**config.mk**
```make
export PLATFORM = sky130hd
export DESIGN_NAME = window_peak_to_peak_detector
export DESIGN_NICKNAME = d
export VERILOG_FILES = /design/src/design/wpp_pkg.sv /design/src/design/wpp_ram.sv /design/src/design/wpp_ctrl.sv /design/src/design/wpp_dp.sv /design/src/design/window_peak_to_peak_detector.sv
export SDC_FILE = /design/constraint.sdc
export NUM_CORES = 1
export LEC_CHECK = 0
export BUFFER_PORTS_ARGS = -buffer_cell sky130_fd_sc_hd__buf_2
export CORE_ASPECT_RATIO = 0.7
export CORE_MARGIN = 4
export CORE_UTILIZATION = 50
export DETAILED_ROUTE_END_ITERATION = 8
export PLACE_DENSITY = 0.71
export SKIP_LAST_GASP = 1
export SYNTH_ARGS = -nofsm -noshare
export SYNTH_HDL_FRONTEND = slang
export SYNTH_HIERARCHICAL = 1
export SYNTH_SLANG_ARGS = --single-unit
```
**constraint.sdc**
```tcl
create_clock -name i_clk -period 3.6 [get_ports i_clk]
set_clock_uncertainty 0.15 [all_clocks]
set_input_delay 0.9 -clock i_clk [delete_from_list [all_inputs] [get_ports i_clk]]
set_output_delay 0.9 -clock i_clk [all_outputs]
set_load 0.01 [all_outputs]
```
**src/design/wpp_pkg.sv**
```systemverilog
// Shared constants, widths and control structs for the window peak-to-peak detector.
package wpp_pkg;

    // History store geometry
    localparam int HISTORY_DEPTH = 64;
    localparam int ADDR_W        = (HISTORY_DEPTH > 1) ? $clog2(HISTORY_DEPTH) : 1;
    localparam int CNT_W         = $clog2(HISTORY_DEPTH + 1);

    // Field widths
    localparam int SAMPLE_W = 13;
    localparam int WL_W     = 6;
    localparam int THR_W    = 13;
    localparam int SPREAD_W = 13;

    // Scan length counter holds both window_length+1 and the store depth
    localparam int LEN_W = (CNT_W > WL_W + 1) ? CNT_W : WL_W + 1;

    // Register reset values
    localparam logic [WL_W-1:0]  WL_RESET  = WL_W'(30);
    localparam logic [THR_W-1:0] THR_RESET = THR_W'(2000);

    // Configuration register map
    localparam int PADDR_W = 3;
    localparam int PDATA_W = 32;
    localparam logic REG_WINDOW_LENGTH = 1'b0;
    localparam logic REG_THRESHOLD     = 1'b1;

    // Commands from controller to datapath
    typedef struct packed {
        logic accept;    // take the input word, write it, arm the scan
        logic issue;     // read one history entry
        logic fold;      // fold the entry read last cycle into max/min
        logic load_out;  // load the result register
    } t_cmd;

    // Status from datapath to controller
    typedef struct packed {
        logic evaluated;   // window is full enough for the word being accepted
        logic last_issue;  // the read issued now is the last of the window
    } t_sts;

endpackage

```
**src/design/wpp_ram.sv**
```systemverilog
// Generic single write port, single read port RAM with registered read data.
module wpp_ram #(
    parameter int WIDTH = 8,
    parameter int DEPTH = 16
) (
    input  logic                                      i_clk,
    input  logic                                      i_we,
    input  logic [((DEPTH > 1) ? $clog2(DEPTH) : 1)-1:0] i_waddr,
    input  logic [WIDTH-1:0]                          i_wdata,
    input  logic                                      i_re,
    input  logic [((DEPTH > 1) ? $clog2(DEPTH) : 1)-1:0] i_raddr,
    output logic [WIDTH-1:0]                          o_rdata
);

    logic [WIDTH-1:0] r_mem [DEPTH];
    logic [WIDTH-1:0] r_rdata;

    // Write port and registered read port
    always_ff @(posedge i_clk) begin
        if (i_we) begin
            r_mem[i_waddr] <= i_wdata;
        end
        if (i_re) begin
            r_rdata <= r_mem[i_raddr];
        end
    end

    assign o_rdata = r_rdata;

endmodule

```
**src/design/wpp_ctrl.sv**
```systemverilog
// Controller state machine: input handshake, scan sequencing and output handshake.
module wpp_ctrl (
    input  logic          i_clk,
    input  logic          i_rst_n,
    input  logic          i_in_valid,
    output logic          o_in_stall,
    output logic          o_out_valid,
    input  logic          i_out_stall,
    input  wpp_pkg::t_sts i_sts,
    output wpp_pkg::t_cmd o_cmd
);
    import wpp_pkg::*;

    typedef enum logic [1:0] {
        ST_IDLE,
        ST_SCAN,
        ST_FLUSH,
        ST_HOLD
    } t_state;

    t_state r_state, n_state;
    logic   r_fold;
    logic   r_out_valid, n_out_valid;
    logic   slot_free;

    // Output register can take a new word when empty or being emptied now
    assign slot_free = !r_out_valid || !i_out_stall;

    // Commands
    always_comb begin
        o_cmd          = '0;
        o_cmd.accept   = (r_state == ST_IDLE) && i_in_valid;
        o_cmd.issue    = (r_state == ST_SCAN);
        o_cmd.fold     = r_fold;
        o_cmd.load_out = (r_state == ST_HOLD) && slot_free;
    end

    // Next state
    always_comb begin
        n_state = r_state;
        unique case (r_state)
            ST_IDLE: begin
                if (o_cmd.accept) begin
                    n_state = i_sts.evaluated ? ST_SCAN : ST_HOLD;
                end
            end
            ST_SCAN: begin
                if (i_sts.last_issue) begin
                    n_state = ST_FLUSH;
                end
            end
            ST_FLUSH: begin
                n_state = ST_HOLD;
            end
            ST_HOLD: begin
                if (slot_free) begin
                    n_state = ST_IDLE;
                end
            end
            default: begin
                n_state = ST_IDLE;
            end
        endcase
    end

    // Output valid: set on load, drop once the word is taken
    always_comb begin
        n_out_valid = r_out_valid;
        if (o_cmd.load_out) begin
            n_out_valid = 1'b1;
        end else if (r_out_valid && !i_out_stall) begin
            n_out_valid = 1'b0;
        end
    end

    // State and registered outputs
    always_ff @(posedge i_clk) begin
        if (!i_rst_n) begin
            r_state     <= ST_IDLE;
            r_fold      <= 1'b0;
            r_out_valid <= 1'b0;
        end else begin
            r_state     <= n_state;
            r_fold      <= o_cmd.issue;
            r_out_valid <= n_out_valid;
        end
    end

    assign o_in_stall  = (r_state != ST_IDLE);
    assign o_out_valid = r_out_valid;

endmodule

```
**src/design/wpp_dp.sv**
```systemverilog
// Datapath: history pointers, scan address walk, running max/min and result register.
module wpp_dp (
    input  logic                                   i_clk,
    input  logic                                   i_rst_n,
    input  wpp_pkg::t_cmd                          i_cmd,
    output wpp_pkg::t_sts                          o_sts,
    input  logic signed [wpp_pkg::SAMPLE_W-1:0]    i_sample_y,
    input  logic [wpp_pkg::WL_W-1:0]               i_window_length,
    input  logic [wpp_pkg::THR_W-1:0]              i_threshold,
    output logic                                   o_evaluated,
    output logic [wpp_pkg::SPREAD_W-1:0]           o_spread,
    output logic                                   o_trigger
);
    import wpp_pkg::*;

    logic [ADDR_W-1:0]          r_wp;
    logic [CNT_W-1:0]           r_fill;
    logic [CNT_W-1:0]           n_fill;
    logic [ADDR_W-1:0]          r_rd_addr;
    logic [LEN_W-1:0]           r_remain;
    logic [LEN_W-1:0]           win_len;
    logic [LEN_W-1:0]           win_raw;
    logic                       r_eval;
    logic signed [SAMPLE_W-1:0] r_hi;
    logic signed [SAMPLE_W-1:0] r_lo;
    logic signed [SAMPLE_W-1:0] rd_sample;
    logic [SAMPLE_W-1:0]        rd_data;
    logic [SAMPLE_W:0]          diff;
    logic [SPREAD_W-1:0]        spread;
    logic                       r_evaluated;
    logic [SPREAD_W-1:0]        r_spread;
    logic                       r_trigger;

    // History store
    wpp_ram #(
        .WIDTH (SAMPLE_W),
        .DEPTH (HISTORY_DEPTH)
    ) u_ram (
        .i_clk   (i_clk),
        .i_we    (i_cmd.accept),
        .i_waddr (r_wp),
        .i_wdata (i_sample_y),
        .i_re    (i_cmd.issue),
        .i_raddr (r_rd_addr),
        .o_rdata (rd_data)
    );

    // Window length, capped at the store depth
    assign win_raw = LEN_W'(i_window_length) + LEN_W'(1);
    assign win_len = (win_raw > LEN_W'(HISTORY_DEPTH)) ? LEN_W'(HISTORY_DEPTH) : win_raw;

    // Fill count saturates at the store depth
    assign n_fill = (r_fill == CNT_W'(HISTORY_DEPTH)) ? r_fill : r_fill + CNT_W'(1);

    assign o_sts.evaluated  = (LEN_W'(n_fill) >= win_len);
    assign o_sts.last_issue = (r_remain == LEN_W'(1));

    // Write pointer and fill count
    always_ff @(posedge i_clk) begin
        if (!i_rst_n) begin
            r_wp   <= '0;
            r_fill <= '0;
        end else if (i_cmd.accept) begin
            r_wp   <= (r_wp == ADDR_W'(HISTORY_DEPTH - 1)) ? '0 : r_wp + ADDR_W'(1);
            r_fill <= n_fill;
        end
    end

    // Scan walk: newest entry first, backwards with wrap
    always_ff @(posedge i_clk) begin
        if (i_cmd.accept) begin
            r_rd_addr <= r_wp;
            r_remain  <= win_len;
            r_eval    <= o_sts.evaluated;
        end else if (i_cmd.issue) begin
            r_rd_addr <= (r_rd_addr == '0) ? ADDR_W'(HISTORY_DEPTH - 1)
                                           : r_rd_addr - ADDR_W'(1);
            r_remain  <= r_remain - LEN_W'(1);
        end
    end

    // Running max and min, both start at zero
    assign rd_sample = rd_data;

    always_ff @(posedge i_clk) begin
        if (i_cmd.accept) begin
            r_hi <= '0;
            r_lo <= '0;
        end else if (i_cmd.fold) begin
            if (rd_sample > r_hi) begin
                r_hi <= rd_sample;
            end
            if (rd_sample < r_lo) begin
                r_lo <= rd_sample;
            end
        end
    end

    // Spread of the running max and min
    assign diff   = {r_hi[SAMPLE_W-1], r_hi} - {r_lo[SAMPLE_W-1], r_lo};
    assign spread = diff[SPREAD_W-1:0];

    // Result register
    always_ff @(posedge i_clk) begin
        if (i_cmd.load_out) begin
            r_evaluated <= r_eval;
            r_spread    <= spread;
            r_trigger   <= r_eval && (spread > i_threshold);
        end
    end

    assign o_evaluated = r_evaluated;
    assign o_spread    = r_spread;
    assign o_trigger   = r_trigger;

endmodule

```
**src/design/window_peak_to_peak_detector.sv**
```systemverilog
// Top level: configuration registers, controller and datapath of the peak-to-peak detector.
//
//   channel  direction  handshake                  payload
//   in       sink       i_in_valid / o_in_stall    i_sample_y
//   out      source     o_out_valid / i_out_stall  o_evaluated, o_spread, o_trigger
//   cfg      APB        psel / penable / pready    paddr, pwdata, prdata
//
// After accept, a word scans n history entries, n = min(window_length+1, depth), then
// passes a flush state and loads its result once the output register is free; the next
// word is taken after the load. The single read port of the history RAM sets the scan to
// one entry per cycle. Words whose window is not yet filled skip the scan and go to the load.
// Reset is synchronous; the RAM needs no clearing since only filled entries are read.
// A finished result waits in the output register while the next word is accepted.
module window_peak_to_peak_detector (
    input  logic                                i_clk,
    input  logic                                i_rst_n,
    input  logic                                i_in_valid,
    output logic                                o_in_stall,
    input  logic signed [wpp_pkg::SAMPLE_W-1:0] i_sample_y,
    output logic                                o_out_valid,
    input  logic                                i_out_stall,
    output logic                                o_evaluated,
    output logic [wpp_pkg::SPREAD_W-1:0]        o_spread,
    output logic                                o_trigger,
    input  logic                                psel,
    input  logic                                penable,
    input  logic                                pwrite,
    input  logic [wpp_pkg::PADDR_W-1:0]         paddr,
    input  logic [wpp_pkg::PDATA_W-1:0]         pwdata,
    output logic [wpp_pkg::PDATA_W-1:0]         prdata,
    output logic                                pready
);
    import wpp_pkg::*;

    logic [WL_W-1:0]  r_window_length;
    logic [THR_W-1:0] r_threshold;
    logic             reg_wr;
    logic             reg_sel;
    t_cmd             cmd;
    t_sts             sts;

    assign pready  = 1'b1;
    assign reg_wr  = psel && penable && pwrite && pready;
    assign reg_sel = paddr[2];

    // Configuration writes
    always_ff @(posedge i_clk) begin
        if (!i_rst_n) begin
            r_window_length <= WL_RESET;
            r_threshold     <= THR_RESET;
        end else if (reg_wr) begin
            unique case (reg_sel)
                REG_WINDOW_LENGTH: r_window_length <= pwdata[WL_W-1:0];
                REG_THRESHOLD:     r_threshold     <= pwdata[THR_W-1:0];
                default: begin
                end
            endcase
        end
    end

    // Configuration reads
    always_comb begin
        unique case (reg_sel)
            REG_WINDOW_LENGTH: prdata = PDATA_W'(r_window_length);
            REG_THRESHOLD:     prdata = PDATA_W'(r_threshold);
            default:           prdata = '0;
        endcase
    end

    wpp_ctrl u_ctrl (
        .i_clk       (i_clk),
        .i_rst_n     (i_rst_n),
        .i_in_valid  (i_in_valid),
        .o_in_stall  (o_in_stall),
        .o_out_valid (o_out_valid),
        .i_out_stall (i_out_stall),
        .i_sts       (sts),
        .o_cmd       (cmd)
    );

    wpp_dp u_dp (
        .i_clk           (i_clk),
        .i_rst_n         (i_rst_n),
        .i_cmd           (cmd),
        .o_sts           (sts),
        .i_sample_y      (i_sample_y),
        .i_window_length (r_window_length),
        .i_threshold     (r_threshold),
        .o_evaluated     (o_evaluated),
        .o_spread        (o_spread),
        .o_trigger       (o_trigger)
    );

endmodule

```
======== Word-level counts from Yosys, hierarchy flattened ========
Memory sizes are Yosys's and may differ from the RTL's. A register that Yosys moved wholly into a read port is not among the register bits.
Index checks and enable logic that the tools add are counted.
operators by class
  $add $sub $neg .......................... 6
  magnitude comparators ................... 5
  eq/ne operators ......................... 9
  multiplexer cells ....................... 18
  bitwise gates (word level) .............. 1
  reduce and logical (&&, ||, !) cells .... 19
operator list
  kind                                                                 count
  32-bit case mux with 2 select lines                                  1
  7-bit 2-to-1 mux                                                     4
  13-bit greater-than comparator                                       2
  6-bit 2-to-1 mux                                                     4
  13-bit < comparator                                                  1
  13-bit subtractor                                                    1
  2-bit 2-to-1 mux                                                     4
  2-bit case mux with 4 select lines                                   1
  2-bit AND reduction                                                  4
  6-bit by 1-bit adder with 7-bit output (second input constant)       1
  7-bit by 1-bit adder with 7-bit output (second input constant)       1
  7-bit by 1-bit == test with 1-bit output (second input constant)     1
  7-bit == test (second input constant)                                1
  7-bit greater-or-equal comparator                                    1
  7-bit greater-than comparator (second input constant)                1
  7-bit by 1-bit subtractor with 7-bit output (second input constant)  1
  6-bit by 1-bit adder with 6-bit output (second input constant)       1
  6-bit == test (second input constant)                                1
  1-bit logical AND                                                    6
  6-bit zero test                                                      1
  2-bit nonzero test                                                   3
  6-bit by 1-bit subtractor with 6-bit output (second input constant)  1
  2-bit == test (second input constant)                                2
  1-bit 2-to-1 mux                                                     4
  other kinds (8)                                                      10
word-level totals
  register bits ........................... 91
  RAM bits ................................ 832
  input port bits ......................... 55
  output and inout bits ................... 50
  memories kept ........................... 1
memories
  memory            words  width  rd ports  clocked after Yosys merged registers in  wr ports  RTL line       source
  u_dp.u_ram.r_mem  64     13     1         1                                        1         wpp_ram.sv:15  logic [WIDTH-1:0] r_mem [DEPTH];

======== Logic depth before layout (Yosys ltp) ========
Gate-level depths: netlist of run 1.
  word-level depth ........................ 7
  gate-level depth with buffers ........... 16
  depth with buffers taken out ............ 16

======== Modules after synthesis ========
Netlist of run 1, hierarchy kept.
modules (own cells, without submodules)
  module                        instances  cells an instance  area each (sq um)  seq. area each (sq um)
  wpp_ram                       1          1402               32474.9            25374.3
  wpp_dp                        1          526                4760.8             1651.6
  window_peak_to_peak_detector  1          120                1118.6             380.4
  wpp_ctrl                      1          30                 291.5              80.1

======== Worst setup path after synthesis of run 1 ========
No wires, ideal clock.
  path kind ............................... register -> register
  from .................................... register u_dp.r_hi[0]
  to ...................................... register u_dp.r_trigger, in the netlist u_dp/o_trigger, data pin
  library setup time ...................... 269 ps
  arrival time ............................ 2758 ps
  data required time ...................... 3181 ps
  path slack .............................. 423 ps
  cell stages (with the launch flop) ...... 17
  path buffers ............................ 0
  cell sequence ........................... dfxtp_1 > inv_1 > ha_1 > fa_1 > nor2b_1 > o21ai_0 > a21o_1 > a21oi_1 > or4_1 > nand3_1 > ha_1 > a21o_1 > a21o_1 > a21oi_1 > nand2_1 > o311ai_0 > a31oi_1
between the ends
  longest elaborated chain between the ends .. 3
RTL lines
  what                            RTL line       source
  start, declared                 wpp_dp.sv:24   logic signed [SAMPLE_W-1:0] r_hi;
  start signal, assigned          wpp_dp.sv:91   r_hi <= rd_sample;
  13-bit subtractor               wpp_dp.sv:100  assign diff = {r_hi[SAMPLE_W-1], r_hi} - {r_lo[SAMPLE_W-1], r_lo};
  via u_dp.diff[10]               wpp_dp.sv:28   logic [SAMPLE_W:0] diff;
  13-bit greater-than comparator  wpp_dp.sv:108  r_trigger <= r_eval && (spread > i_threshold);
  1-bit logical AND               wpp_dp.sv:108
  end signal, assigned            wpp_dp.sv:108
  end, declared                   wpp_dp.sv:32   logic r_trigger;
The timed path passes the listed nets, and every way through them passes these cells.
A chain may end at the register's enable or synchronous reset.

======== Worst setup path in the final report of run 1 ========
Same ends and word-level chain as after synthesis.

==> impl_metrics.csv, run 1 <==
group,metric,value,unit
sta,slew_headroom,18.1,%
yosys,synth_compound_area_share,3.96,%
worst_setup_path,slowest_delay,0.39,ns
clock_tree,cts_tree,"done",
yosys,synthArstFlopShare,0,%
worst_setup_path,crit_family,"compound AO/OA/AOI/OAI gates",
yosys,synthAdderAreaFrac,2.32,%
detailed_routing,vias,20300,
die,die_y,241,um
yosys,yosysUniqueCellTypes,77,
detailed_routing,routedWlPerCell,26.0,um
yosys,syn_avg_cell_area,18.6,um^2
worst_hold_path,hold_path_class,"reg -> reg",
yosys,synth_warnings,6,
power,p_per_area,777,nW/um^2
place,gp_congestion,0.827,
clock_tree,clkSinkCount,936,
clock_tree,numCtsBuffers,85,
yosys,synth_top_family_by_area,"multiplexers",
sta,hold_viol,0,
final_layout,n_fill_cell,5652,
worst_setup_path,slowest_stage,"or4_1",
final_layout,drive_above_1_share,24.6,%
worst_setup_path,cpMostUsedCell,"a21o_1",
clock_tree,clock_path_buffers,3,
worst_setup_path,path_class,"reg -> reg",
worst_setup_path,arrival,3.67,ns
worst_setup_path,cp_max_fo,5,
yosys,synth_mux_area_share,14.9,%
power,power.total,33800,uW
clock_tree,htreeDepth,3,
global_route,antenna_found_initial,3,
final_layout,final_common_cell,"edfxtp_1",
detailed_routing,antenna_left,0,
run_status,status,"finished clean",
detailed_routing,routed_wl,87200,um
yosys,synth_seq_area_share,71.1,%
global_route,grt_max_degree,65,
worst_setup_path,cp-start-kind,"flip-flop",
worst_setup_path,crit_chain,"inv_1 -> ha_1 -> fa_2 -> nor2b_1 -> o21ai_1 -> a21o_1 -> a21oi_2 -> buf_4 -> or4_1 -> nand3_1 -> ha_1 -> a21o_1 -> a21o_1 -> a21oi_2 -> nand2_1 -> o311ai_1 -> a31oi_1",
power,peakVddDrop,0.506,mV
worst_setup_path,cp.required,3.84,ns
place,portBuffers,63,
detailed_routing,drt_iter0_drc,2460,
sta,fin_crit,3.43,ns
sta,clock.fmax,292,MHz
sta,slew_violations,0,
clock_tree,clock_latency,0.66,ns
die,start_util,50.9,%
power,power.leakage,0.0144,uW
clock_tree,cts-root-buf,"clkbuf_16",
final_layout,fin_cells,3356,
run,drv_cap,0,
yosys,syn_inst,2078,
die,die-area,81900,um^2
detailed_routing,dr.pass1.iters,6,
yosys,yosys.area_share.simple,4.12,%
die,core_area,75900,um^2
place,dp_cells,3200,
yosys,netlist_area,38600,um^2
clock_tree,clk_pin_slew,0.06,ns
clock_tree,ctsHoldBuffers,0,
die,ios,105,
worst_setup_path,worst-path-buf-inv,2,
final_layout,seq_area,27500,um^2
yosys,synth_edf_count,874,
final_layout,multi_input_area,10200,um^2
sta,setup_tns,0,ns
detailed_routing,drc,0,
worst_setup_path,end_kind,"flip-flop",
place,dp_hpwl,55900,um
die,die_w,340,um
global_route,grt.total_usage,21.4,%
final_layout,area_growth,12.4,%
global_route,grt_pass1_vias,20100,
sta,setup_viol,0,
yosys,ys_seq_elements,936,
global_route,grt-ovfl-total,0,
global_route,grt_first_pass_wirelength,131000,um
yosys,synth_xor_xnor_area_share,0.816,%
sta,min_period_over_period,95.2,%
final_layout,final_cell_mix,"874 x edfxtp_1, 223 x mux4_2, 120 x buf_4",
sta,rsz0062_at_grt,"false",
final_layout,nNetsFinal,2382,
die,rows,84,
sta,worst_pin_slew,1.23,ns
yosys,synth-main-ff-cell,"edfxtp_1",
detailed_routing,routed_via_density,6.04,
## cells in the mapped netlist, drive strengths merged (5+ instances only)
library cell,instances,area [um^2]
edfxtp,874,26200
mux4,223,5020
nor2,90,338
buf,85,603
inv,75,282
ha,70,876
mux2i,65,651
dfxtp,62,1240
nand2,59,224
nor2b,55,344
a21oi,54,270
o21ai,41,205
clkbuf,38,143
nand3,30,155
xnor2,23,201
o31ai,22,170
and2,20,126
a21o,18,135
o221ai,17,166
a211o,15,136
a211oi,13,97.6
nand4,13,87.6
xor2,13,114
a22oi,9,67.6
mux2,9,101
and3,8,50.1
nand2b,7,43.8
nor3,7,35.0
nand3b,5,37.5
## power breakdown
part | total [uW] | switching, uW | internal [uW]
combinational | 11900 | 6610 | 5300
sequential | 13000 | 421 | 12600
clock | 8820 | 3940 | 4880
total | 33800 | 11000 | 22800
## flip-flops by register name, summed over array words and instances, names as in the netlist, 2 cells and up
signal and count:
u_ctrl/r_state 2, u_dp/r_hi 13, u_dp/r_lo 13, u_dp/u_ram/r_mem 832, u_dp/r_wp 6, r_window_length 6
r_threshold 13, u_dp/r_fill 7, u_dp/r_rd_addr 6, u_dp/o_spread 13, u_dp/r_remain 7, u_dp/u_ram/o_rdata 13
## path summary, 6_finish.rpt
check / end / slack, ns / cells past startpoint / from
min: u_dp/r_lo[10] / 0.33 / 2 / u_dp/r_lo[10]
max reg2reg: u_dp/o_trigger / 0.17 / 17 / u_dp/r_hi[0]
min reg2reg: u_dp/r_lo[10] / 0.33 / 2 / u_dp/r_lo[10]
max: u_dp/o_trigger / 0.17 / 17 / u_dp/r_hi[0]
## area by class of cell
class,count,share of cell area (%)
well taps,1032,2.97
flip-flops and latches,936,63.3
repair buffers,197,3.44
clock inverters,44,0.970
multi-input cells,960,23.5
clock buffers,110,5.18
diodes,1,0.00576
inverters,76,0.657
## routing by layer
| metal | track usage, % | vias up | part of all wire (%) |
|---|---|---|---|
| met1 | 32.2 | 10600 | 43 |
| met2 | 32.4 | 906 | 46 |
| li1 | - | 8647 | - |
| met4 | 5.09 | 0 | 2.0 |
| met5 | 0 | - | 0 |
| met3 | 4.82 | 122 | 9.1 |
## cells by family (layout without fill, tap and decap cells)
kind of cell               Yosys count  in the layout
buffers and inverters              200            427
adders and majority gates           71             71
and+or+nand+nor                    313            313
AOI/OAI and AO/OA                  223            223
other                                2             21
DFF                                936            936
muxes                              297            297
xor gates and xnor gates            36             36
## worst register-to-register path: cells and delay by family (launching register included)
family,cells,cell delay [ns]
compound gates,8,1.18
fa+ha+maj,3,0.67
flops,1,0.33
simple gates,4,0.62
buf+inv,2,0.23
## stage by stage
stage	area, um^2	hold WS, ns	util [%]	setup WS [ns]
global placement	40800	0.312	53.7	0.0440
floorplan	38700	0.270	-	0.423
detailed placement	40800	0.318	53.7	0.0385
finish	43400	0.327	57.3	0.172
global route	43400	0.357	57.3	0.0265
CTS	43400	0.319	57.2	0.0490
## timing repair
action | in CTS | in global routing
setup endpoints to repair | 1 | 1
pin swaps | 0 | 1
gates resized for setup | 1 | 5
buffers inserted | 0 | 1
cloned | 0 | 0
(Power assumes the default switching activity.)
==> run 2: changes to the inputs <==
- PLACE_DENSITY: 0.71 -> 0.66
- clock period: 3.6 -> 4.4 ns (I/O delays scaled with it)
==> impl_metrics.csv, run 2 (synthesis results as in run 1) <==
group,metric,value,unit
clock_tree,clkSinkCount,936,
worst_setup_path,cp_max_fo,5,
final_layout,n_fill_cell,5686,
sta,clock.fmax,280,MHz
place,dp_hpwl,54500,um
clock_tree,cts_resized,0,
worst_setup_path,worst-path-buf-inv,1,
worst_setup_path,cp.required,4.63,ns
worst_setup_path,slowest_stage,"fa_1",
worst_setup_path,slowest_delay,0.40,ns
final_layout,drive_above_1_share,24.2,%
clock_tree,cts_tree,"done",
sta,slew_violations,0,
worst_hold_path,whs_path_depth,0,
worst_setup_path,cp-start-kind,"flip-flop",
detailed_routing,drt_iter0_drc,2170,
global_route,grt-ovfl-total,0,
global_route,grt_max_degree,65,
place,gp_congestion,0.822,
place,postPlaceCellArea,40600,um^2
worst_setup_path,cpMostUsedCell,"a21o_1",
worst_setup_path,reg2reg_to,"u_dp/o_trigger",
die,die_y,241,um
final_layout,largest_reg_flops,832,
global_route,grt_first_pass_wirelength,130000,um
clock_tree,cts-root-buf,"clkbuf_16",
worst_setup_path,critPathLaunch,"u_dp/r_hi[0]",
detailed_routing,routed_wl,86800,um
sta,slew_headroom,15.2,%
worst_setup_path,crit_chain,"inv_1 -> ha_1 -> fa_1 -> nor2b_1 -> o21ai_0 -> a21o_1 -> a21oi_1 -> or4_1 -> nand3_1 -> ha_1 -> a21o_1 -> a21o_1 -> a21oi_1 -> nand2_1 -> o311ai_0 -> a31oi_1",
die,core_area,75900,um^2
global_route,grt.total_usage,21.4,%
worst_setup_path,worst-path-stages,16,
clock_tree,clock_latency,0.65,ns
die,start_util,50.9,%
worst_setup_path,arrival,3.81,ns
global_route,antenna_found_initial,2,
worst_setup_path,r2r_setup_slack,0.82,ns
worst_setup_path,cp-endpoint,"u_dp/o_trigger",
detailed_routing,drc,0,
power,p_per_area,632,nW/um^2
global_route,grt_pass1_vias,19800,
final_layout,fin_cells,3343,
clock_tree,clock_path_buffers,3,
place,dp_cells,3185,
worst_setup_path,crit_family,"compound AO/OA/AOI/OAI gates",
sta,setup_tns,0,ns
worst_setup_path,path_class,"reg -> reg",
sta,hold_ws,0.314,ns
final_layout,post-route-util,57.2,%
detailed_routing,vias,20000,
final_layout,nNetsFinal,2368,
sta,setup_viol,0,
global_route,gr-usage-met3,5.86,%
clock_tree,clk_pin_slew,0.06,ns
sta,worst_pin_slew,1.27,ns
worst_setup_path,reg2reg_from,"u_dp/r_hi[0]",
run,drv_cap,0,
worst_setup_path,end_kind,"flip-flop",
detailed_routing,routedWlPerCell,26.0,um
final_layout,fin_area,43400,um^2
detailed_routing,dr.pass1.iters,6,
clock_tree,cts_setup_buffers,0,
clock_tree,numCtsBuffers,87,
die,die_w,340,um
die,ios,105,
clock_tree,ctsHoldBuffers,0,
global_route,grtUsageMet2,31.2,%
worst_setup_path,rr_worst_depth,16,
final_layout,top_register,"u_dp/u_ram/r_mem",
final_layout,multi_input_area,10200,um^2
final_layout,area_growth,12.2,%
worst_hold_path,hold_path_class,"reg -> reg",
run_status,status,"finished clean",
power,peakVddDrop,0.358,mV
detailed_routing,antenna_left,0,
die,rows,84,
global_route,globalRouteMet1Util,32.7,%
place,portBuffers,63,
final_layout,final_cell_mix,"874 x edfxtp_1, 223 x mux4_2, 108 x buf_4",
die,die-area,81900,um^2
clock_tree,htreeDepth,3,
global_route,top_usage_layer,"met1",
power,power.leakage,0.0144,uW
sta,min_period_over_period,81.3,%
final_layout,seq_area,27500,um^2
sta,hold_viol,0,
sta,rsz0062_at_grt,"false",
final_layout,final_common_cell,"edfxtp_1",
detailed_routing,routed_via_density,5.99,
sta,fin_crit,3.58,ns
## run 2: cell types whose count changed in the layout (fill, tap and decap cells not counted), sizes merged
cell	before	now
clkinv	31	48
bufinv	6	7
clkbuf	110	97
buf	197	181
inv	80	78
## run 2: worst min-delay path by stage
stage / start / end
finish: u_dp/r_eval / u_dp/o_evaluated
global placement: u_dp/r_lo[7] / u_dp/r_lo[7]
floorplan: u_dp/r_eval / u_dp/o_evaluated
global route: u_dp/r_eval / u_dp/o_evaluated
detailed placement: u_dp/r_eval / u_dp/o_evaluated
CTS: u_dp/r_eval / u_dp/o_evaluated
## run 2: through the flow
stage                     worst slack [ns]  total power, uW
after floorplan                       1.22            17300
after global placement               0.806            20000
after detailed placement             0.879            20200
after CTS                            0.835            27600
after global routing                 0.499            28800
final                                0.824            27400
## run 2: worst reg2reg max path, delay by kind of cell, from the launching register on
kind            cells  cell delay, ns
fa+ha+maj           3            0.92
flops               1            0.36
buf+inv             1            0.06
simple gates        4            0.45
compound gates      8            1.37
## run 2: power by group
| part | internal, uW | total, uW | leakage (uW) | switching [uW] |
|---|---|---|---|---|
| Sequential | 10300 | 10800 | 0.00838 | 462 |
| Combinational | 4120 | 9250 | 0.00467 | 5130 |
| Clock | 4150 | 7390 | 0.00137 | 3230 |
## run 2: layout make-up
cell class,count,area share [%]
sequential,936,63.4
multi-input combinational,960,23.5
clock buffer,97,5.25
timing repair buffer,181,3.06
tap,1032,2.98
clock inverter,60,1.18
inverter,76,0.658
antenna,1,0.00577
## run 2: layer usage
layer	vias up	wire length (um)
li1	8616	-
met1	10500	39200
met2	777	38000
met3	122	7860
met4	0	1770
met5	-	0
